===== config.mk =====
export PLATFORM = sky130hd
export DESIGN_NAME = cbc_front
export DESIGN_NICKNAME = d
export VERILOG_FILES = /design/src/rtl/core/cbc_pkg.sv /design/src/rtl/core/cbc_front.sv
export SDC_FILE = /design/constraint.sdc
export NUM_CORES = 1
export LEC_CHECK = 0
export BUFFER_PORTS_ARGS = -buffer_cell sky130_fd_sc_hd__buf_2
export CORE_AREA = 2 2 39 41
export DETAILED_ROUTE_END_ITERATION = 6
export DIE_AREA = 0 0 41 43
export PLACE_DENSITY = 0.69
export SYNTH_ARGS = -nofsm -noshare
export SYNTH_HDL_FRONTEND = slang
export SYNTH_SLANG_ARGS = --single-unit

===== constraint.sdc =====
create_clock -name vclk -period 0.9
set_clock_uncertainty 0.15 [all_clocks]
set_input_delay 0.27 -clock vclk [all_inputs]
set_output_delay 0.27 -clock vclk [all_outputs]
set_load 0.01 [all_outputs]

===== src/rtl/core/cbc_pkg.sv =====
// shared types and constants for the cartridge bank controller
package cbc_pkg;

  // internal ram store
  localparam int RAM_DEPTH = 32768;
  localparam int RAM_AW    = $clog2(RAM_DEPTH);

  // rom address space
  localparam int ROM_ADDR_WIDTH = 21;
  localparam logic [4:0]  ROM_LG_MIN = 5'd15;
  localparam logic [4:0]  ROM_LG_MAX = 5'(ROM_ADDR_WIDTH);
  localparam logic [20:0] ROM_WIDTH_MASK = 21'((22'(1) << ROM_ADDR_WIDTH) - 22'd1);

  // command queue between front and back
  localparam int QDEPTH = 2;
  localparam int QAW    = $clog2(QDEPTH);

  // values written to the mbc registers
  localparam logic [3:0] RAM_EN_KEY = 4'hA;
  localparam logic [4:0] ROM_BANK_ZERO = 5'd0;
  localparam logic [4:0] ROM_BANK_ONE  = 5'd1;
  localparam logic [7:0] MODE_VAL_0 = 8'd0;
  localparam logic [7:0] MODE_VAL_1 = 8'd1;

  // address windows, decoded on address[15:13]
  localparam logic [2:0] WIN_RAM_EN   = 3'b000;
  localparam logic [2:0] WIN_ROM_BANK = 3'b001;
  localparam logic [2:0] WIN_UPPER    = 3'b010;
  localparam logic [2:0] WIN_MODE     = 3'b011;
  localparam logic [2:0] WIN_RAM      = 3'b101;

  // configuration register indexes
  localparam logic [1:0] CFG_ROM_SIZE_LOG2   = 2'd0;
  localparam logic [1:0] CFG_RAM_ADDR_BITS   = 2'd1;
  localparam logic [1:0] CFG_BATTERY_PRESENT = 2'd2;

  typedef enum logic [3:0] {
    CMD_NOP,
    CMD_RAM_EN_WR,
    CMD_ROM_BANK_WR,
    CMD_UPPER_WR,
    CMD_MODE_WR,
    CMD_RAM_WR,
    CMD_ROM_LO_RD,
    CMD_ROM_HI_RD,
    CMD_RAM_RD
  } cmd_kind_t;

  typedef struct packed {
    cmd_kind_t   kind;
    logic [13:0] offset;
    logic [7:0]  data;
  } cmd_t;

  typedef struct packed {
    logic [4:0] rom_size_log2;
    logic [3:0] ram_addr_bits;
    logic       battery_present;
  } cfg_t;

  typedef struct packed {
    logic        mode;
    logic [15:0] address;
    logic [7:0]  write_data;
  } in_t;

  typedef struct packed {
    logic [7:0]  read_data;
    logic        rom_access;
    logic [20:0] rom_address;
    logic        save_request;
  } out_t;

endpackage


===== src/rtl/core/cbc_front.sv =====
// front end: accepts bus accesses and classifies them into commands
module cbc_front (
  input  cbc_pkg::in_t  in_data,
  input  logic          in_valid,
  output logic          in_ready,
  input  logic          q_full,
  output logic          push,
  output cbc_pkg::cmd_t cmd
);

  assign in_ready = !q_full;
  assign push     = in_valid && !q_full;

  always_comb begin
    cmd.offset = in_data.address[13:0];
    cmd.data   = in_data.write_data;
    cmd.kind   = cbc_pkg::CMD_NOP;
    if (in_data.mode) begin
      unique case (in_data.address[15:13])
        cbc_pkg::WIN_RAM_EN:   cmd.kind = cbc_pkg::CMD_RAM_EN_WR;
        cbc_pkg::WIN_ROM_BANK: cmd.kind = cbc_pkg::CMD_ROM_BANK_WR;
        cbc_pkg::WIN_UPPER:    cmd.kind = cbc_pkg::CMD_UPPER_WR;
        cbc_pkg::WIN_MODE:     cmd.kind = cbc_pkg::CMD_MODE_WR;
        cbc_pkg::WIN_RAM:      cmd.kind = cbc_pkg::CMD_RAM_WR;
        default:               cmd.kind = cbc_pkg::CMD_NOP;
      endcase
    end else if (!in_data.address[15]) begin
      cmd.kind = in_data.address[14] ? cbc_pkg::CMD_ROM_HI_RD : cbc_pkg::CMD_ROM_LO_RD;
    end else if (in_data.address[15:13] == cbc_pkg::WIN_RAM) begin
      cmd.kind = cbc_pkg::CMD_RAM_RD;
    end
  end

endmodule


==> impl_metrics.py, run 1 <==
metrics = {
    "worst_setup_path": {
        "cp.required_ps": 480,
        "worstPathCellList": "buf_12, nand4b_1, o21ai_1, buf_2",
        "critPathBufInv": 2,
        "start_kind": "input pin",
        "crit_fanout": 5,
        "crit_slowest_cell": "nand4b_1",
        "critPathTopFamily": "buffers and inverters",
        "critPathKind": "in2out",
        "worstPathArrival_ps": 780,
        "endpoint_kind": "primary output",
        "slowest_delay_ps": 180,
    },
    "synthesis": {
        "seq_area_frac_synth_pct": 0,
        "synth.most_common_cell": "buf_4",
        "synth_warnings": 0,
        "synth_area_leader_cell": "buf_4",
        "syn_nets": 61,
        "avgSynthCellArea_um2": 6.992,
        "synth.distinct_cells": 11,
        "syn_area_um2": 237.7,
        "synth_top_area_share_pct": 69.47,
        "synth_area_leaders": "buf_4, mux2i_1, o21ai_0, nand4b_1, xnor2_1",
        "netlist_instances": 34,
        "synthTopCellsByCount": "buf_4, inv_1, o21ai_0",
    },
    "global_route": {
        "grt_first_pass_wirelength_um": 524,
        "grt_pass1_vias": 150,
        "grt_overflow": 0,
        "globalRouteTotalUtil_pct": 3.996,
        "antenna_found_initial": 0,
        "grt_max_degree": 7,
    },
    "power": {
        "power.total_uw": 141.5,
        "p_int_uw": 87.83,
        "ir_worst_vdd_mv": 0.08726,
        "switching_share_pct": 37.93,
        "power.leakage_uw": 0.0001439,
        "power_density_mw_per_mm2": 477.2,
        "p_seq_share_pct": 0,
        "pwr-share-clk_pct": 0,
        "p_switching_uw": 53.67,
        "power_frac_comb_pct": 100.0,
    },
    "timing": {
        "layout_setup_ws_ps": -302.2,
        "setup_viol": 7,
        "hold_viol_final": 0,
        "slew_viol_final": 0,
        "period_share_pct": 133.6,
        "worst_slew_pin_slew_ps": 115.9,
        "fmax_mhz": 831.8,
        "max_slew_margin_pct": 92.06,
        "grt_setup_unrepaired": "yes",
        "min_period_ps": 1202,
    },
    "floorplan": {
        "ioPinCount": 55,
        "die_w_um": 41,
        "initial_core_util_pct": 17.18,
        "die_h_um": 43,
        "die_area_mm2": 0.001763,
        "core.rowCount": 14,
        "coreArea_mm2": 0.001384,
    },
    "cells_and_area": {
        "area_growth_pct": 24.74,
        "register_area_um2": 0,
        "diodes": 0,
        "clkbuf_count": 0,
        "num-fill-cells": 154,
        "fin_util_pct": 21.43,
        "final_nets": 57,
        "drive_above_1_share_pct": 75.00,
        "final_cell_area_um2": 296.5,
        "flops_and_latches": 0,
    },
    "hold_path": {
        "worstHoldEndpoint": "cmd[10]",
        "hold_depth": 0,
        "hold_path.class": "in2out",
        "hold_path_startpoint": "in_data[10]",
    },
    "drt": {
        "wirelength_um": 417,
        "post_drt_wl_per_cell_um": 9.477,
        "drc_errors": 0,
        "drt_iter0_drc": 0,
        "vias": 176,
        "ant_nets": 0,
        "drtPass1Iterations": 1,
        "vias_per_cell": 4.000,
    },
    "place": {
        "place.gp.congestion": 0.4974,
        "dp_hpwl_um": 324.7,
        "io_buffers": 13,
        "placed_area_um2": 206.4,
        "pre_cts_ws_ps": -389.7,
    },
    "cts": {
        "hold_buffers": 0,
    },
    "flow_run": {
        "cap_violations": 0,
    },
    "status": {
        "violations": "setup timing",
        "status": "finished with violations",
    },
}
## through the flow
step | cells | setup TNS [ps] | hold WS, ps
finish | 44 | -1395 | 390.0
global route | 44 | -1630 | 390.0
CTS | 43 | -1420 | 390.1
detailed placement | 43 | -1848 | 390.1
global placement | 43 | -1753 | 390.1
floorplan | 34 | -262.0 | 414.4
## timing repair
item                                    4_1_cts  5_1_grt
endpoints found under the setup margin        7        7
resized for setup                            22        0
setup buffers                                 0        1
pin swaps                                     2        2
## logic make-up (layout without fill, tap and decap cells)
group | Yosys count | count (layout) | synth area share, %
muxes | 1 | 1 | 4.211
and+or+nand+nor | 4 | 4 | 9.999
buffers and inverters | 24 | 18 | 72.63
xor gates and xnor gates | 1 | 1 | 3.685
AOI/OAI and AO/OA | 4 | 4 | 9.473
## worst max path at each step
| stage | start | endpoint | slack (ps) | cells after the start |
|---|---|---|---|---|
| 2_1_floorplan | in_data[24] | cmd[24] | -100 | 2 |
| 3_3_place_gp | in_data[22] | cmd[22] | -360 | 4 |
| 3_5_place_dp | in_data[22] | cmd[24] | -390 | 4 |
| 4_1_cts | in_data[22] | cmd[24] | -320 | 4 |
| 5_1_grt | in_data[22] | cmd[24] | -370 | 4 |
| 6_report | in_data[22] | cmd[22] | -300 | 4 |
## area by class of cell
cell class	instances	area, um^2	area share (%)
Timing Repair Buffer	16	162.7	54.85
Multi-Input combinational cell	10	106.4	35.87
Tap cell	16	20.02	6.751
Inverter	2	7.507	2.532
## power groups by stage
stage	Combinational (uW)	Sequential [uW]	Clock [uW]
final	141	0	0
after global routing	152	0	0
after CTS	140	0	0
after detailed placement	98.3	0	0
after global placement	96.5	0	0
after floorplan	143	0	0
## routing by layer
metal	GRT usage (%)	vias to the layer above	wire length (um)
met1	1.582	78	80
met2	9.063	22	247
li1	-	76	-
met3	2.618	0	89
met5	0	-	0
met4	0.6667	0	0
## placed cells by master, fill, tap and decap left out, types with 2 or more instances in the layout
master   count
buf_6        6
buf_2        5
o21ai_1      2
buf_12       2
buf_4        2
Power figures use the tool's default switching activity.
==> run 2: changes to the inputs <==
Settings changed: CELL_PAD_IN_SITES_DETAIL_PLACEMENT from default to 0, CELL_PAD_IN_SITES_GLOBAL_PLACEMENT from default to 1, CORE_AREA 2 2 39 41 to default, CORE_UTILIZATION from default to 12, DIE_AREA 0 0 41 43 to default, PLACE_DENSITY 0.69 to 0.85.
==> run 2 against run 1 <==
  * The flow still finishes with violations (setup timing)
  * Critical path depth unchanged
  * Maximum frequency fell by 1.4%
  * Cell count up 18%
  * Count of clock-buffer cells in the layout unchanged
  * Die area rose by 23%
  * Hold slack stayed put
  * Total power shrank 2.4%
  * Via count is 6.8% lower
  * Sequential share of layout area is the same
  * Critical path type unchanged
  * Critical endpoint unchanged
  * Largest power group unchanged
==> impl_metrics.py, run 2 (synthesized netlist as in run 1, its figures left out) <==
metrics = {
    "status": {
        "status": "finished with violations",
        "violations": "setup timing",
    },
    "power": {
        "power_density_mw_per_mm2": 459.9,
        "p_int_uw": 84.94,
        "switching_share_pct": 38.50,
        "power_frac_comb_pct": 100.0,
        "p_seq_share_pct": 0,
        "pwr-share-clk_pct": 0,
        "p_switching_uw": 53.18,
        "ir_worst_vdd_mv": 0.1497,
        "power.leakage_uw": 0.0001387,
    },
    "cells_and_area": {
        "diodes": 0,
        "drive_above_1_share_pct": 74.07,
        "flops_and_latches": 0,
        "layout_commonest_cell": "buf_6",
        "fin_util_pct": 16.84,
        "area_growth_pct": 26.32,
        "layout_common_cells": "buf_6, buf_2, o21ai_1, buf_12",
        "clkbuf_count": 0,
        "final_nets": 56,
        "register_area_um2": 0,
    },
    "timing": {
        "worst_slew_pin_slew_ps": 120.4,
        "hold_viol_final": 0,
        "layout_setup_ws_ps": -319.1,
        "slew_viol_final": 0,
        "grt_setup_unrepaired": "yes",
        "setup_viol": 7,
        "fin_setup_tns_ps": -1363,
        "max_slew_margin_pct": 91.75,
        "min_period_ps": 1219,
        "fmax_mhz": 820.3,
        "whs_ps": 390.0,
        "period_share_pct": 135.5,
    },
    "floorplan": {
        "coreArea_mm2": 0.001783,
        "core.rowCount": 15,
        "die_h_um": 46.51,
        "die_w_um": 46.51,
        "die_area_mm2": 0.002163,
        "ioPinCount": 55,
        "initial_core_util_pct": 13.33,
    },
    "drt": {
        "drt_iter0_drc": 1,
        "post_drt_wl_per_cell_um": 8.865,
        "vias_per_cell": 3.154,
        "wirelength_um": 461,
        "ant_nets": 0,
        "vias": 164,
        "drc_errors": 0,
        "drtPass1Iterations": 3,
    },
    "worst_setup_path": {
        "cp-endpoint": "cmd[22]",
        "start_kind": "input pin",
        "cp.required_ps": 480,
        "critPathKind": "in2out",
        "endpoint_kind": "primary output",
        "worstPathArrival_ps": 800,
        "crit_start": "in_data[22]",
        "crit_fanout": 5,
    },
    "global_route": {
        "antenna_found_initial": 0,
        "globalRouteTotalUtil_pct": 4.233,
        "grt_max_degree": 7,
        "grt_pass1_vias": 142,
        "grt_overflow": 0,
        "grt_first_pass_wirelength_um": 690,
    },
    "place": {
        "io_buffers": 13,
        "place.gp.congestion": 0.6814,
    },
    "hold_path": {
        "hold_path.class": "in2out",
    },
    "flow_run": {
        "cap_violations": 0,
    },
}
[run 2: cell types whose count changed in the layout (fill, tap and decap cells not counted), sizes merged]
cell	before	now
buf	16	15
[run 2: repair_timing]
| action | 4_1_cts | 5_1_grt |
|---|---|---|
| resized for setup | 22 | 1 |
| pin swaps | 2 | 1 |
| cloned | 0 | 0 |
| buffers inserted | 0 | 1 |
| hold buffers | 0 | 0 |
| setup endpoints to repair | 7 | 7 |
[run 2: power by group through the flow]
stage                     logic (uW)  clock network (uW)  registers, uW
after global placement          97.4                   0              0
after detailed placement        98.4                   0              0
after CTS                        139                   0              0
after floorplan                  143                   0              0
after global routing             148                   0              0
final                            138                   0              0
[run 2: metal layers]
metal | track usage (%) | wire length (um)
met5 | 0 | 0
met2 | 8.056 | 226
met4 | 1.176 | 0
met1 | 3.935 | 119
met3 | 1.961 | 115
[run 2: worst max-delay path: stages]
cell,delay (ps)
buf_12,110
nand4b_1,180
o21ai_1,90
buf_2,140
[run 2: worst min-delay path by stage]
stage	from	endpoint	slack [ps]	depth (start not counted)
2_1_floorplan	in_data[22]	cmd[25]	410	1
3_3_place_gp	in_data[14]	cmd[14]	390	0
3_5_place_dp	in_data[14]	cmd[14]	390	0
4_1_cts	in_data[14]	cmd[14]	390	0
5_1_grt	in_data[8]	cmd[8]	390	0
6_report	in_data[10]	cmd[10]	390	0
[run 2: final cells by class]
cell class	count	area, um^2
fillers	208	1483
inverters	2	7.507
multi-input cells	10	106.4
well taps	25	31.28
repair buffers	15	155.1
[run 2: per-stage QoR]
stage	instance area, um^2	std cells	total power [uW]	setup slack (ps)
6_report	300.3	52	138.1	-319.1
4_1_cts	300.3	52	139.4	-314.9
2_1_floorplan	271.5	34	142.6	-97.39
3_5_place_dp	217.7	52	98.42	-374.6
5_1_grt	300.3	52	148.0	-380.6
3_3_place_gp	217.7	52	97.40	-374.6
==> run 3: changes to the inputs <==
Settings changed: CORE_ASPECT_RATIO from default to 1.2.
==> run 3 against run 2 <==
  * The run still ends with setup timing left
  * Count of clock-buffer cells in the layout did not move
  * Setup slack improved by 1.1 ps
  * First-iteration DRC count decreased by 100%
  * Maximum frequency about the same
  * Non-clock buffer count stayed put
  * Sequential cell count is the same
  * Core utilization fell by 1.2 points
  * Global-route usage decreased by 0.80 points
  * Total power shrank 2.2%
  * Routed wire length is 24% lower
  * Cell count is 12% lower
  * Cell area is 3.8% lower
  * Highest routed layer is now met4
==> impl_metrics.py, run 3 (synthesized netlist as in run 1, its figures left out) <==
metrics = {
    "status": {
        "status": "finished with violations",
        "violations": "setup timing",
    },
    "worst_setup_path": {
        "endpoint_kind": "primary output",
        "cp.required_ps": 480,
        "start_kind": "input pin",
        "critPathKind": "in2out",
        "crit_fanout": 5,
        "worstPathArrival_ps": 800,
    },
    "drt": {
        "post_drt_wl_per_cell_um": 7.609,
        "drc_errors": 0,
        "drtPass1Iterations": 1,
        "vias": 156,
        "ant_nets": 0,
        "drt_iter0_drc": 0,
        "vias_per_cell": 3.391,
        "wirelength_um": 350,
    },
    "floorplan": {
        "coreArea_mm2": 0.001851,
        "die_w_um": 42.63,
        "die_h_um": 50.76,
        "die_area_mm2": 0.002164,
        "ioPinCount": 55,
        "core.rowCount": 17,
        "initial_core_util_pct": 12.85,
    },
    "cells_and_area": {
        "fin_cells": 46,
        "num-fill-cells": 200,
        "fin_util_pct": 15.62,
        "diodes": 0,
        "layout_common_cells": "buf_6, buf_2, o21ai_1, buf_12, buf_4",
        "area_growth_pct": 21.58,
        "register_area_um2": 0,
        "clkbuf_count": 0,
        "flops_and_latches": 0,
        "drive_above_1_share_pct": 74.07,
        "final_nets": 56,
    },
    "global_route": {
        "antenna_found_initial": 0,
        "grt_first_pass_wirelength_um": 621,
        "globalRouteTotalUtil_pct": 3.431,
        "grt_max_degree": 7,
        "grt_pass1_vias": 141,
        "grt_overflow": 0,
    },
    "power": {
        "p_int_uw": 83.17,
        "switching_share_pct": 38.44,
        "p_seq_share_pct": 0,
        "p_switching_uw": 51.93,
        "power.leakage_uw": 0.0001369,
        "power_density_mw_per_mm2": 467.4,
        "ir_worst_vdd_mv": 0.08132,
        "power_frac_comb_pct": 100.0,
        "pwr-share-clk_pct": 0,
    },
    "hold_path": {
        "hold_depth": 0,
        "hold_path.class": "in2out",
        "worstHoldEndpoint": "cmd[0]",
        "hold_path_startpoint": "in_data[0]",
    },
    "timing": {
        "period_share_pct": 135.3,
        "slew_viol_final": 0,
        "layout_setup_ws_ps": -318.0,
        "grt_setup_unrepaired": "yes",
        "fmax_mhz": 821.0,
        "whs_ps": 390.0,
        "min_period_ps": 1218,
        "max_slew_margin_pct": 89.91,
        "worst_slew_pin_slew_ps": 150.0,
        "setup_viol": 7,
        "hold_viol_final": 0,
    },
    "cts": {
        "hold_buffers": 0,
    },
    "place": {
        "dp_hpwl_um": 258.7,
        "place.gp.congestion": 0.6521,
        "placed_cells": 45,
        "io_buffers": 13,
    },
    "flow_run": {
        "cap_violations": 0,
    },
}
run 3: changes by cell type in the layout (fill, tap and decap cells not counted):
cell / change
a21boi_1: -1
buf_6: -1
a21boi_0: +1
buf_4: +1
run 3: worst max-delay path, stage by stage:
cell,delay (ps)
buf_12,110
buf_4,130
nor3_4,150
buf_2,140
run 3: how the worst max path moves through the flow:
stage,start,to,slack (ps),cells past startpoint
after detailed placement,in_data[22],cmd[22],-390,4
final,in_data[22],cmd[25],-320,4
after global routing,in_data[22],cmd[22],-380,4
after CTS,in_data[22],cmd[22],-320,4
after floorplan,in_data[24],cmd[24],-100,2
after global placement,in_data[21],cmd[22],-380,5
run 3: per-layer routing:
layer / track usage [%] / vias up / part of all wire, %
li1: - / 73 / -
met1: 2.772 / 68 / 21
met2: 7.071 / 13 / 57
met3: 0.7194 / 2 / 20
met4: 2.083 / 0 / 1.1
met5: 0 / - / 0
run 3: area by class of cell:
cell class	instances	area, um^2	share of cell area (%)
Timing Repair Buffer	15	151.4	52.38
Tap cell	19	23.77	8.225
Multi-Input combinational cell	10	106.4	36.80
Inverter	2	7.507	2.597
run 3: power groups by stage:
stage | Clock (uW) | Sequential, uW | Combinational, uW
floorplan | 0 | 0 | 143
global placement | 0 | 0 | 93.2
detailed placement | 0 | 0 | 94.6
CTS | 0 | 0 | 134
global route | 0 | 0 | 146
finish | 0 | 0 | 135
run 3: metrics by stage:
step           setup TNS (ps)  cell area, um^2  setup slack (ps)  total power [uW]
2_1_floorplan          -262.0            271.5            -97.39             142.6
4_1_cts                 -1283            281.5            -320.9             133.7
5_1_grt                 -1571            289.0            -375.7             145.8
3_3_place_gp            -1656            202.7            -376.8             93.16
3_5_place_dp            -1727            202.7            -390.5             94.59
6_report                -1347            289.0            -318.0             135.1
run 3: repair_timing:
item,in CTS,in global routing
gates resized for setup,20,0
pin swaps,2,2
endpoints found under the hold margin,0,0
cloned,0,0
setup buffers,0,1
endpoints found under the setup margin,7,7
