==> src/rtl/core/cbc_pkg.sv <==
// shared types and constants for the cartridge bank controller
package cbc_pkg;

  // internal ram store
  localparam int RAM_DEPTH = 32768;
  localparam int RAM_AW    = $clog2(RAM_DEPTH);

  // rom address space
  localparam int ROM_ADDR_WIDTH = 21;
  localparam logic [4:0]  ROM_LG_MIN = 5'd15;
  localparam logic [4:0]  ROM_LG_MAX = 5'(ROM_ADDR_WIDTH);
  localparam logic [20:0] ROM_WIDTH_MASK = 21'((22'(1) << ROM_ADDR_WIDTH) - 22'd1);

  // command queue between front and back
  localparam int QDEPTH = 2;
  localparam int QAW    = $clog2(QDEPTH);

  // values written to the mbc registers
  localparam logic [3:0] RAM_EN_KEY = 4'hA;
  localparam logic [4:0] ROM_BANK_ZERO = 5'd0;
  localparam logic [4:0] ROM_BANK_ONE  = 5'd1;
  localparam logic [7:0] MODE_VAL_0 = 8'd0;
  localparam logic [7:0] MODE_VAL_1 = 8'd1;

  // address windows, decoded on address[15:13]
  localparam logic [2:0] WIN_RAM_EN   = 3'b000;
  localparam logic [2:0] WIN_ROM_BANK = 3'b001;
  localparam logic [2:0] WIN_UPPER    = 3'b010;
  localparam logic [2:0] WIN_MODE     = 3'b011;
  localparam logic [2:0] WIN_RAM      = 3'b101;

  // configuration register indexes
  localparam logic [1:0] CFG_ROM_SIZE_LOG2   = 2'd0;
  localparam logic [1:0] CFG_RAM_ADDR_BITS   = 2'd1;
  localparam logic [1:0] CFG_BATTERY_PRESENT = 2'd2;

  typedef enum logic [3:0] {
    CMD_NOP,
    CMD_RAM_EN_WR,
    CMD_ROM_BANK_WR,
    CMD_UPPER_WR,
    CMD_MODE_WR,
    CMD_RAM_WR,
    CMD_ROM_LO_RD,
    CMD_ROM_HI_RD,
    CMD_RAM_RD
  } cmd_kind_t;

  typedef struct packed {
    cmd_kind_t   kind;
    logic [13:0] offset;
    logic [7:0]  data;
  } cmd_t;

  typedef struct packed {
    logic [4:0] rom_size_log2;
    logic [3:0] ram_addr_bits;
    logic       battery_present;
  } cfg_t;

  typedef struct packed {
    logic        mode;
    logic [15:0] address;
    logic [7:0]  write_data;
  } in_t;

  typedef struct packed {
    logic [7:0]  read_data;
    logic        rom_access;
    logic [20:0] rom_address;
    logic        save_request;
  } out_t;

endpackage

==> src/rtl/core/cbc_queue.sv <==
// short command queue between front and back
module cbc_queue (
  input  logic          clk,
  input  logic          rst,
  input  logic          push,
  input  cbc_pkg::cmd_t push_data,
  output logic          full,
  input  logic          pop,
  output cbc_pkg::cmd_t pop_data,
  output logic          not_empty
);

  cbc_pkg::cmd_t            entries [cbc_pkg::QDEPTH];
  logic [cbc_pkg::QAW-1:0]  wr_ptr;
  logic [cbc_pkg::QAW-1:0]  rd_ptr;
  logic [cbc_pkg::QAW:0]    count;

  assign full      = (count == (cbc_pkg::QAW+1)'(cbc_pkg::QDEPTH));
  assign not_empty = (count != '0);
  assign pop_data  = entries[rd_ptr];

  always_ff @(posedge clk) begin
    if (rst) begin
      wr_ptr <= '0;
      rd_ptr <= '0;
      count  <= '0;
    end else begin
      if (push) begin
        wr_ptr <= wr_ptr + 1'b1;
      end
      if (pop) begin
        rd_ptr <= rd_ptr + 1'b1;
      end
      if (push && !pop) begin
        count <= count + 1'b1;
      end else if (pop && !push) begin
        count <= count - 1'b1;
      end
    end
  end

  always_ff @(posedge clk) begin
    if (push) begin
      entries[wr_ptr] <= push_data;
    end
  end

endmodule

==> config.mk <==
export PLATFORM = sky130hd
export DESIGN_NAME = cbc_queue
export DESIGN_NICKNAME = d
export VERILOG_FILES = /design/src/rtl/core/cbc_pkg.sv /design/src/rtl/core/cbc_queue.sv
export SDC_FILE = /design/constraint.sdc
export NUM_CORES = 1
export LEC_CHECK = 0
export ABC_AREA = 1
export BUFFER_PORTS_ARGS = -buffer_cell sky130_fd_sc_hd__buf_2
export CAP_MARGIN = 20
export CORE_MARGIN = 5
export CORE_UTILIZATION = 46
export DETAILED_ROUTE_END_ITERATION = 12
export PLACE_DENSITY = 0.73
export SLEW_MARGIN = 10
export SYNTH_ARGS = -nofsm -noshare
export SYNTH_HDL_FRONTEND = slang
export SYNTH_SLANG_ARGS = --single-unit
==> constraint.sdc <==
create_clock -name clk -period 2.12 [get_ports clk]
set_clock_uncertainty 0.15 [all_clocks]
set_input_delay 0.318 -clock clk [delete_from_list [all_inputs] [get_ports clk]]
set_output_delay 0.318 -clock clk [all_outputs]
set_load 0.01 [all_outputs]
==> results.cfg, run 1 <==
[min_path]
holdCritPathClass = in2reg

[critical_path]
cp_cell_instances = buf_4, mux2_4, buf_2
reg2reg_depth = 3
last_element_of_the_critical_path = pop_data[24]
crit_cells = 3
critPathKind = reg2out
critPathLaunchType = flip-flop
path_delay_family = buffers and inverters
reg2reg_capture_point = entries[1][23]
crit_slowest_cell = mux2_4
regToRegSetupSlack_ns = 0.71
crit_path_max_incr_delay_ns = 0.33
worstSetupEndpointType = output pin
critPathBufInv = 2
critical_path_required_ns = 1.65
r2r-start = wr_ptr
crit_fanout = 15
worst_ep_arrival_time_ns = 1.39

[floorplanning]
die_y_extent_um = 79.3
floorplan.initialDensity = 0.470
num_io_pins = 58
fp.dieW_um = 79.3
die_outline_area_um2 = 6280
floorplan.rows = 25
core_footprint_um2 = 4690

[drt]
avgViaCountPerCell = 4.81
route.final.wire_length_um = 3720
first_pass_iters = 4
drtAntennaViolNets = 0
drt_iter0_markers = 89
drcViolationCount = 0
num_vias = 1163
routed_wire_per_std_cell_um = 15.4

[clocking]
clkSlewWorstSetupHoldPaths_ns = 0.06
tritoncts = yes
cts_post_setup_buffers_inserted = 0
tritoncts.num_buffers = 9
cts_root_buffer = clkbuf_8
cts_htree_levels = 3
cts-root-to-sink-buffers = 2
numClockSinks = 57
ctsHoldBuffers = 0
worstSkewPairLatency_ns = 0.32
post_cts_resize_count = 0

[power_and_ir_drop]
static-leakage-power_nw = 1.12
power-per-cell-area_nw_per_um2 = 886
max-vdd-ir-drop_v = 0.000583

[timing]
period_share = 0.877
maxSlewHeadroom = 0.797
tightestPinTransition_ns = 0.305
fmaxAchievable_mhz = 538
timing.final.hold_violations = 0
maxSlewViolCount = 0
timing.final.crit_period_ns = 1.86
grt_setup_unrepaired = false
setup_viol_count_final = 0
setup-tns-final_ns = 0

[grt]
global_route_total_overflow = 0
grt_pass1_wl_um = 6000
pin_count_of_the_biggest_net_entering_global_routing = 24
gr-usage-all-layers = 0.132
antenna_found_initial = 0
grt_pass1_vias = 1310

[finish]
layout.nets = 215
syn2layout_area_growth_pct = 22.4
antenna_cells_inserted = 0
filler_cell_count = 383
instances_no_fill = 242
drive_gt1_frac = 0.537

[yosys]
syn_area_per_cell_um2 = 19.4
asyncSetResetFlopFracSynth = 0
yosys_warnings = 0
synth.distinct_cells = 16
synth_top_area_cell = edfxtp_1
post_synth_main_area_contributors = edfxtp_1, mux2_4, dfxtp_1
synth_fp_nets = 145
netlist_instances = 114
synth_largest_type_area_fraction = 0.707
synth.yosys.seq_area_share = 0.753
syn_area_um2 = 2210
flip_flop_and_latch_count_after_synthesis = 57
post-synth-top-count-cell = edfxtp_1
synth-main-ff-cell = edfxtp_1
netlist_top_cells_count = edfxtp_1, mux2_4, inv_1
synth-edff-count = 52

[place]
post-dp-hpwl_um = 2720
gp_congestion = 0.709
placed_cells = 227
place.port_buffers = 57

[run]
cap_violations = 0

[status]
run_status = completed
## placed cells by master (no fill, tap or decap)
master,synthesis,final
o21ai_0,1,1
edfxtp_1,52,52
nand2_1,6,6
clkbuf_8,0,9
inv_1,9,9
dfxtp_2,0,1
nand3_1,1,1
a21oi_1,1,1
clkbuf_1,0,1
buf_2,0,57
clkinv_1,0,3
mux2_2,6,6
nor3_1,1,1
dfxtp_1,5,4
mux2_4,20,20
clkinvlp_4,0,1
xnor2_1,1,1
clkinv_2,0,1
buf_4,0,5
ha_1,1,1
nand4_1,1,1
nor2_1,6,5
nor2_2,0,1
## final cells by class
| class | count | area, um^2 | share of cell area |
|---|---|---|---|
| flip-flops and latches | 57 | 1660 | 0.616 |
| multi-input cells | 45 | 463 | 0.171 |
| repair buffers | 62 | 323 | 0.119 |
| clock buffers | 10 | 128 | 0.0472 |
| well taps | 54 | 67.6 | 0.0250 |
| inverters | 9 | 33.8 | 0.0125 |
| clock inverters | 5 | 23.8 | 0.00880 |
## metrics by stage
| stage | setup WS, ns | util | power (W) | hold WS, ns | instance area [um^2] |
|---|---|---|---|---|---|
| 6_report | 0.261 | 0.576 | 0.00239 | 0.0318 | 2700 |
| 5_1_grt | 0.185 | 0.576 | 0.00251 | 0.00294 | 2700 |
| 4_1_cts | 0.221 | 0.576 | 0.00244 | 0.00777 | 2700 |
| 3_5_place_dp | 0.587 | 0.543 | 0.00165 | 0.359 | 2550 |
| 3_3_place_gp | 0.604 | 0.543 | 0.00163 | 0.348 | 2550 |
| 2_1_floorplan | 0.104 | - | 0.00154 | 0.240 | 2210 |
## registers in the layout, summed over array words and instances, names as in the netlist, named ones only
| signal | cells |
|---|---|
| count | 2 |
| entries | 52 |
| rd_ptr | 1 |
| wr_ptr | 1 |
## layer usage
metal,vias up,GRT usage,part of all wire
met5,-,0,0
met4,0,0.0722,0.0038
met3,2,0.0544,0.080
met2,39,0.226,0.53
met1,560,0.136,0.39
li1,562,-,-
## how the worst min path moves through the flow
stage,from,end,slack [ns],depth (start not counted)
after floorplan,rst,flip-flop,0.24,1
after global placement,rd_ptr,rd_ptr,0.35,2
after detailed placement,push_data[21],entries[0][21],0.36,1
after CTS,push_data[21],entries[1][21],0.008,1
after global routing,push_data[21],entries[0][21],0.003,1
final,push_data[21],entries[1][21],0.03,1
## worst register-to-register path: stages, from the launching register on
cell,delay (ns)
dfxtp_1,0.37
nand2_1,0.07
inv_1,0.15
buf_4,0.34
## report_power, final
group | internal, W | switching (W) | total, W
Sequential | 0.00130 | 0.0000187 | 0.00132
Combinational | 0.000152 | 0.000148 | 0.000300
Clock | 0.000402 | 0.000376 | 0.000778
Total | 0.00185 | 0.000542 | 0.00239
## kinds of logic (layout without fill, tap and decap cells)
group                    Yosys count  after routing  synth area share
buffers and inverters             12             86            0.0385
multiplexers                      26             26             0.167
adder cells (fa/ha/maj)            1              1           0.00567
AO/OA/AOI/OAI                      2              2           0.00453
flip-flops                        57             57             0.753
AND/OR/NAND/NOR                   15             15            0.0278
XOR/XNOR                           1              1           0.00397
Power figures use the tool's default switching activity.
==> run 2: changes to the inputs <==
--- a/config.mk
+++ b/config.mk
@@ -5,7 +5,6 @@
 export SDC_FILE = /design/constraint.sdc
 export NUM_CORES = 1
 export LEC_CHECK = 0
-export ABC_AREA = 1
 export BUFFER_PORTS_ARGS = -buffer_cell sky130_fd_sc_hd__buf_2
 export CAP_MARGIN = 20
 export CORE_MARGIN = 5
==> results.cfg, run 2 <==
[grt]
antenna_found_initial = 0
pin_count_of_the_biggest_net_entering_global_routing = 14
grt_pass1_vias = 1328
global_route_total_overflow = 0
gr-usage-all-layers = 0.135
grt_pass1_wl_um = 6100

[yosys]
synth_top_area_cell = edfxtp_1
synth_largest_type_area_fraction = 0.746
synth-main-ff-cell = edfxtp_1
synth.yosys.seq_area_share = 0.794
synth_fp_nets = 134
syn_area_per_cell_um2 = 20.3
yosys_warnings = 0
post-synth-top-count-cell = edfxtp_1
flip_flop_and_latch_count_after_synthesis = 57
netlist_top_cells_count = edfxtp_1, mux2_2, dfxtp_1
netlist_instances = 103
syn_area_um2 = 2090
asyncSetResetFlopFracSynth = 0
synth.distinct_cells = 17
post_synth_main_area_contributors = edfxtp_1, mux2_2, dfxtp_1
synth-edff-count = 52

[timing]
period_share = 0.865
maxSlewViolCount = 0
maxSlewHeadroom = 0.877
fmaxAchievable_mhz = 545
timing.final.crit_period_ns = 1.83
setup-tns-final_ns = 0
tightestPinTransition_ns = 0.182
timing.final.hold_violations = 0
finalHoldWorstSlack_ns = 0.0297
grt_setup_unrepaired = false
setup_viol_count_final = 0

[critical_path]
worst_ep_arrival_time_ns = 1.37
reg2reg_depth = 2
cp_cell_instances = buf_4, mux2_2, buf_2
crit_slowest_cell = mux2_2
critPathKind = reg2out
crit_cells = 3
critPathBufInv = 2
crit_fanout = 13
path_delay_family = buffers and inverters
critical_path_required_ns = 1.65
critPathLaunchType = flip-flop
worstSetupEndpointType = output pin
crit_path_max_incr_delay_ns = 0.35

[clocking]
cts_root_buffer = clkbuf_8
cts-root-to-sink-buffers = 2
worstSkewPairLatency_ns = 0.32
tritoncts = yes
post_cts_resize_count = 0
clkSlewWorstSetupHoldPaths_ns = 0.06
tritoncts.num_buffers = 9
cts_htree_levels = 3
numClockSinks = 57
cts_post_setup_buffers_inserted = 0
ctsHoldBuffers = 0

[floorplanning]
core_footprint_um2 = 4380
num_io_pins = 58
die_outline_area_um2 = 6000
die_y_extent_um = 77.4
fp.dieW_um = 77.4
floorplan.rows = 24
floorplan.initialDensity = 0.477

[drt]
avgViaCountPerCell = 4.89
routed_wire_per_std_cell_um = 16.1
num_vias = 1130
drt_iter0_markers = 32
route.final.wire_length_um = 3720
drtAntennaViolNets = 0
drcViolationCount = 0
first_pass_iters = 4

[power_and_ir_drop]
power.share.combinational = 0.114
cell_internal_pwr_w = 0.00198
seq_power_share = 0.527
clockPowerShare = 0.359
p_sw_frac = 0.216
p_sw_w = 0.000547
power-per-cell-area_nw_per_um2 = 957
report.power.total_w = 0.00253
static-leakage-power_nw = 1.03
max-vdd-ir-drop_v = 0.000618

[finish]
final_common_cell = buf_2
antenna_cells_inserted = 0
syn2layout_area_growth_pct = 26.2
drive_gt1_frac = 0.575
filler_cell_count = 357
largest_registers = entries (52), count (2)
finish.instance_area_um2 = 2640
layout.nets = 205
final_cell_mix = buf_2, edfxtp_1, mux2_2
largest_register = entries
largest_register_ff_count = 52

[place]
gp_congestion = 0.645
place.port_buffers = 57
post-dp-hpwl_um = 2750
placed_area_um2 = 2460

[status]
run_status = completed

[min_path]
holdCritPathClass = in2reg
min_delay_path_depth = 1

[run]
cap_violations = 0
[run 2: cell count changes in the layout (fill, tap and decap cells not counted), sizes merged, moves of 2 or more]
cell,before,now
inv,9,1
nand2,6,0
nor2,6,4
xor2,0,2
[run 2: kinds of logic (layout without fill, tap and decap cells)]
| family | after synthesis | after routing | share of synthesized area |
|---|---|---|---|
| compound gates | 2 | 2 | 0.00478 |
| fa+ha+maj | 1 | 1 | 0.00598 |
| simple gates | 9 | 9 | 0.0233 |
| flops | 57 | 57 | 0.794 |
| xor+xnor | 4 | 4 | 0.0167 |
| mux | 26 | 26 | 0.140 |
| buf+inv | 4 | 80 | 0.0149 |
[run 2: area by class of cell]
| cell class | instances | area (um^2) | share of cell area |
|---|---|---|---|
| Clock buffer | 11 | 131 | 0.0498 |
| Clock inverter | 5 | 46.3 | 0.0175 |
| Inverter | 1 | 3.75 | 0.00142 |
| Multi-Input combinational cell | 42 | 402 | 0.152 |
| Sequential cell | 57 | 1660 | 0.629 |
| Tap cell | 52 | 65.1 | 0.0246 |
| Timing Repair Buffer | 63 | 330 | 0.125 |
[run 2: layer usage]
metal	GRT usage	vias to the layer above	wire [um]
met1	0.133	548	1370
met5	0	-	0
met3	0.0475	6	249
met2	0.243	37	2040
li1	-	539	-
met4	0.0773	0	61
[run 2: path summary, 6_finish.rpt]
kind,slack (ns),from,end
min,0.03,push_data[3],entries[1][3]
max,0.29,flip-flop,pop_data[16]
max reg2reg,0.89,wr_ptr,entries[1][22]
min reg2reg,0.37,count[1],count[1]
[run 2: power by group through the flow]
stage | Sequential, W | Clock (W) | Combinational, W
after floorplan | 0.00135 | 0 | 0.000173
after global placement | 0.00135 | 0 | 0.000285
after detailed placement | 0.00136 | 0 | 0.000293
after CTS | 0.00133 | 0.000937 | 0.000295
after global routing | 0.00134 | 0.000984 | 0.000317
final | 0.00133 | 0.000908 | 0.000288
[run 2: per-stage QoR]
| stage | setup slack [ns] | cells | util |
|---|---|---|---|
| after floorplan | 0.0487 | 103 | - |
| after detailed placement | 0.606 | 215 | 0.562 |
| after global placement | 0.631 | 215 | 0.562 |
| final | 0.286 | 231 | 0.602 |
| after global routing | 0.207 | 231 | 0.602 |
| after CTS | 0.255 | 231 | 0.602 |
==> run 3: changes to the inputs <==
--- a/config.mk
+++ b/config.mk
@@ -8,9 +8,9 @@
 export BUFFER_PORTS_ARGS = -buffer_cell sky130_fd_sc_hd__buf_2
 export CAP_MARGIN = 20
 export CORE_MARGIN = 5
-export CORE_UTILIZATION = 46
+export CORE_UTILIZATION = 40
 export DETAILED_ROUTE_END_ITERATION = 12
-export PLACE_DENSITY = 0.73
+export PLACE_DENSITY = 0.65
 export SLEW_MARGIN = 10
 export SYNTH_ARGS = -nofsm -noshare
 export SYNTH_HDL_FRONTEND = slang
==> results.cfg, run 3 (synthesis gave the netlist of run 2 again) <==
[status]
run_status = completed

[clocking]
cts_root_buffer = clkbuf_8
tritoncts.num_buffers = 9
cts_htree_levels = 3
tritoncts = yes
clkSlewWorstSetupHoldPaths_ns = 0.06
cts_post_setup_buffers_inserted = 0
numClockSinks = 57
ctsHoldBuffers = 0
post_cts_resize_count = 0
cts-root-to-sink-buffers = 2
worstSkewPairLatency_ns = 0.32

[grt]
gr-usage-all-layers = 0.114
grt_pass1_vias = 1176
global_route_total_overflow = 0
pin_count_of_the_biggest_net_entering_global_routing = 27
antenna_found_initial = 0
grt_pass1_wl_um = 5390

[place]
post-dp-hpwl_um = 2540
place.port_buffers = 57
gp_congestion = 0.664
placed_cells = 230
placed_area_um2 = 2500

[critical_path]
worstSetupEndpointType = output pin
reg2reg_depth = 2
critPathLaunchType = flip-flop
critical_path_required_ns = 1.65
worst_ep_arrival_time_ns = 1.37
r2r-start = wr_ptr
crit_slowest_cell = dfxtp_1
cp_cell_instances = buf_12, mux2_2, buf_2
critPathKind = reg2out
regToRegSetupSlack_ns = 0.72
crit_fanout = 26
reg2reg_capture_point = entries[1][18]
crit_path_max_incr_delay_ns = 0.36

[timing]
timing.final.crit_period_ns = 1.84
maxSlewHeadroom = 0.756
fmaxAchievable_mhz = 544
timing.final.hold_violations = 0
setup-tns-final_ns = 0
setup_viol_count_final = 0
maxSlewViolCount = 0
period_share = 0.867
finalHoldWorstSlack_ns = 0.0306
tightestPinTransition_ns = 0.365
grt_setup_unrepaired = false

[min_path]
hold_start = push_data[1]
holdCritPathClass = in2reg
hold_path_end = entries[1][1]
min_delay_path_depth = 1

[finish]
antenna_cells_inserted = 0
layout.nets = 202
syn2layout_area_growth_pct = 28.9
largest_registers = entries (52), count (2)
largest_register = entries
final_common_cell = buf_2
multiInputGateArea_um2 = 402
finish.instance_area_um2 = 2700
filler_cell_count = 430
instances_no_fill = 244
final_cell_mix = buf_2, edfxtp_1, mux2_2
drive_gt1_frac = 0.580
largest_register_ff_count = 52
register_area_um2 = 1660

[run]
cap_violations = 0

[power_and_ir_drop]
static-leakage-power_nw = 1.04
max-vdd-ir-drop_v = 0.000637
clockPowerShare = 0.383
p_sw_w = 0.000540
power.share.combinational = 0.112
power-per-cell-area_nw_per_um2 = 977
cell_internal_pwr_w = 0.00210
p_sw_frac = 0.205
seq_power_share = 0.505

[drt]
drcViolationCount = 0
routed_wire_per_std_cell_um = 14.8
avgViaCountPerCell = 4.52
route.final.wire_length_um = 3610
first_pass_iters = 4
drtAntennaViolNets = 0
drt_iter0_markers = 66
num_vias = 1102

[floorplanning]
floorplan.initialDensity = 0.410
core_footprint_um2 = 5110
die_outline_area_um2 = 6780
floorplan.rows = 26
num_io_pins = 58
die_y_extent_um = 82.3
fp.dieW_um = 82.3
run 3: cell types whose count changed in the layout (fill, tap and decap cells not counted):
| cell | before | now |
|---|---|---|
| buf_4 | 6 | 0 |
| clkbuf_1 | 2 | 0 |
| clkinv_1 | 3 | 2 |
| buf_12 | 0 | 3 |
| bufinv_16 | 1 | 2 |
run 3: how the worst max path moves through the flow:
stage,slack (ns),to,cells after the start
2_1_floorplan,0.05,entries[0][0],1
3_3_place_gp,0.62,pop_data[8],3
3_5_place_dp,0.61,pop_data[6],3
4_1_cts,0.25,pop_data[6],3
5_1_grt,0.21,pop_data[6],3
6_report,0.28,pop_data[21],3
run 3: per-layer routing:
layer  wire (um)  share of wire  GRT usage
met5           0              0          0
met4          74          0.021     0.0797
met3         281          0.078     0.0477
met2        1820           0.50      0.180
met1        1430           0.40      0.124
run 3: power groups by stage:
| stage | registers [W] | clock network [W] | logic [W] |
|---|---|---|---|
| 2_1_floorplan | 0.00135 | 0 | 0.000173 |
| 3_3_place_gp | 0.00135 | 0 | 0.000294 |
| 3_5_place_dp | 0.00135 | 0 | 0.000302 |
| 4_1_cts | 0.00133 | 0.00104 | 0.000304 |
| 5_1_grt | 0.00134 | 0.00109 | 0.000324 |
| 6_report | 0.00133 | 0.00101 | 0.000296 |
run 3: stage by stage:
| stage | util | power (W) | worst slack [ns] |
|---|---|---|---|
| finish | 0.528 | 0.00264 | 0.282 |
| global route | 0.528 | 0.00275 | 0.208 |
| CTS | 0.528 | 0.00268 | 0.247 |
| detailed placement | 0.489 | 0.00166 | 0.610 |
| global placement | 0.489 | 0.00164 | 0.623 |
| floorplan | - | 0.00152 | 0.0487 |
run 3: final cells by class:
cell class              instances  share of cell area
flip-flops and latches         57               0.616
multi-input cells              42               0.149
repair buffers                 60               0.128
clock buffers                   9              0.0459
well taps                      70              0.0325
clock inverters                 5              0.0269
inverters                       1             0.00139
run 3: critical path, delay by kind of cell (launching register included):
kind / cells / cell delay, ns
buffers and inverters: 2 / 0.33
flip-flops: 1 / 0.36
multiplexers: 1 / 0.35
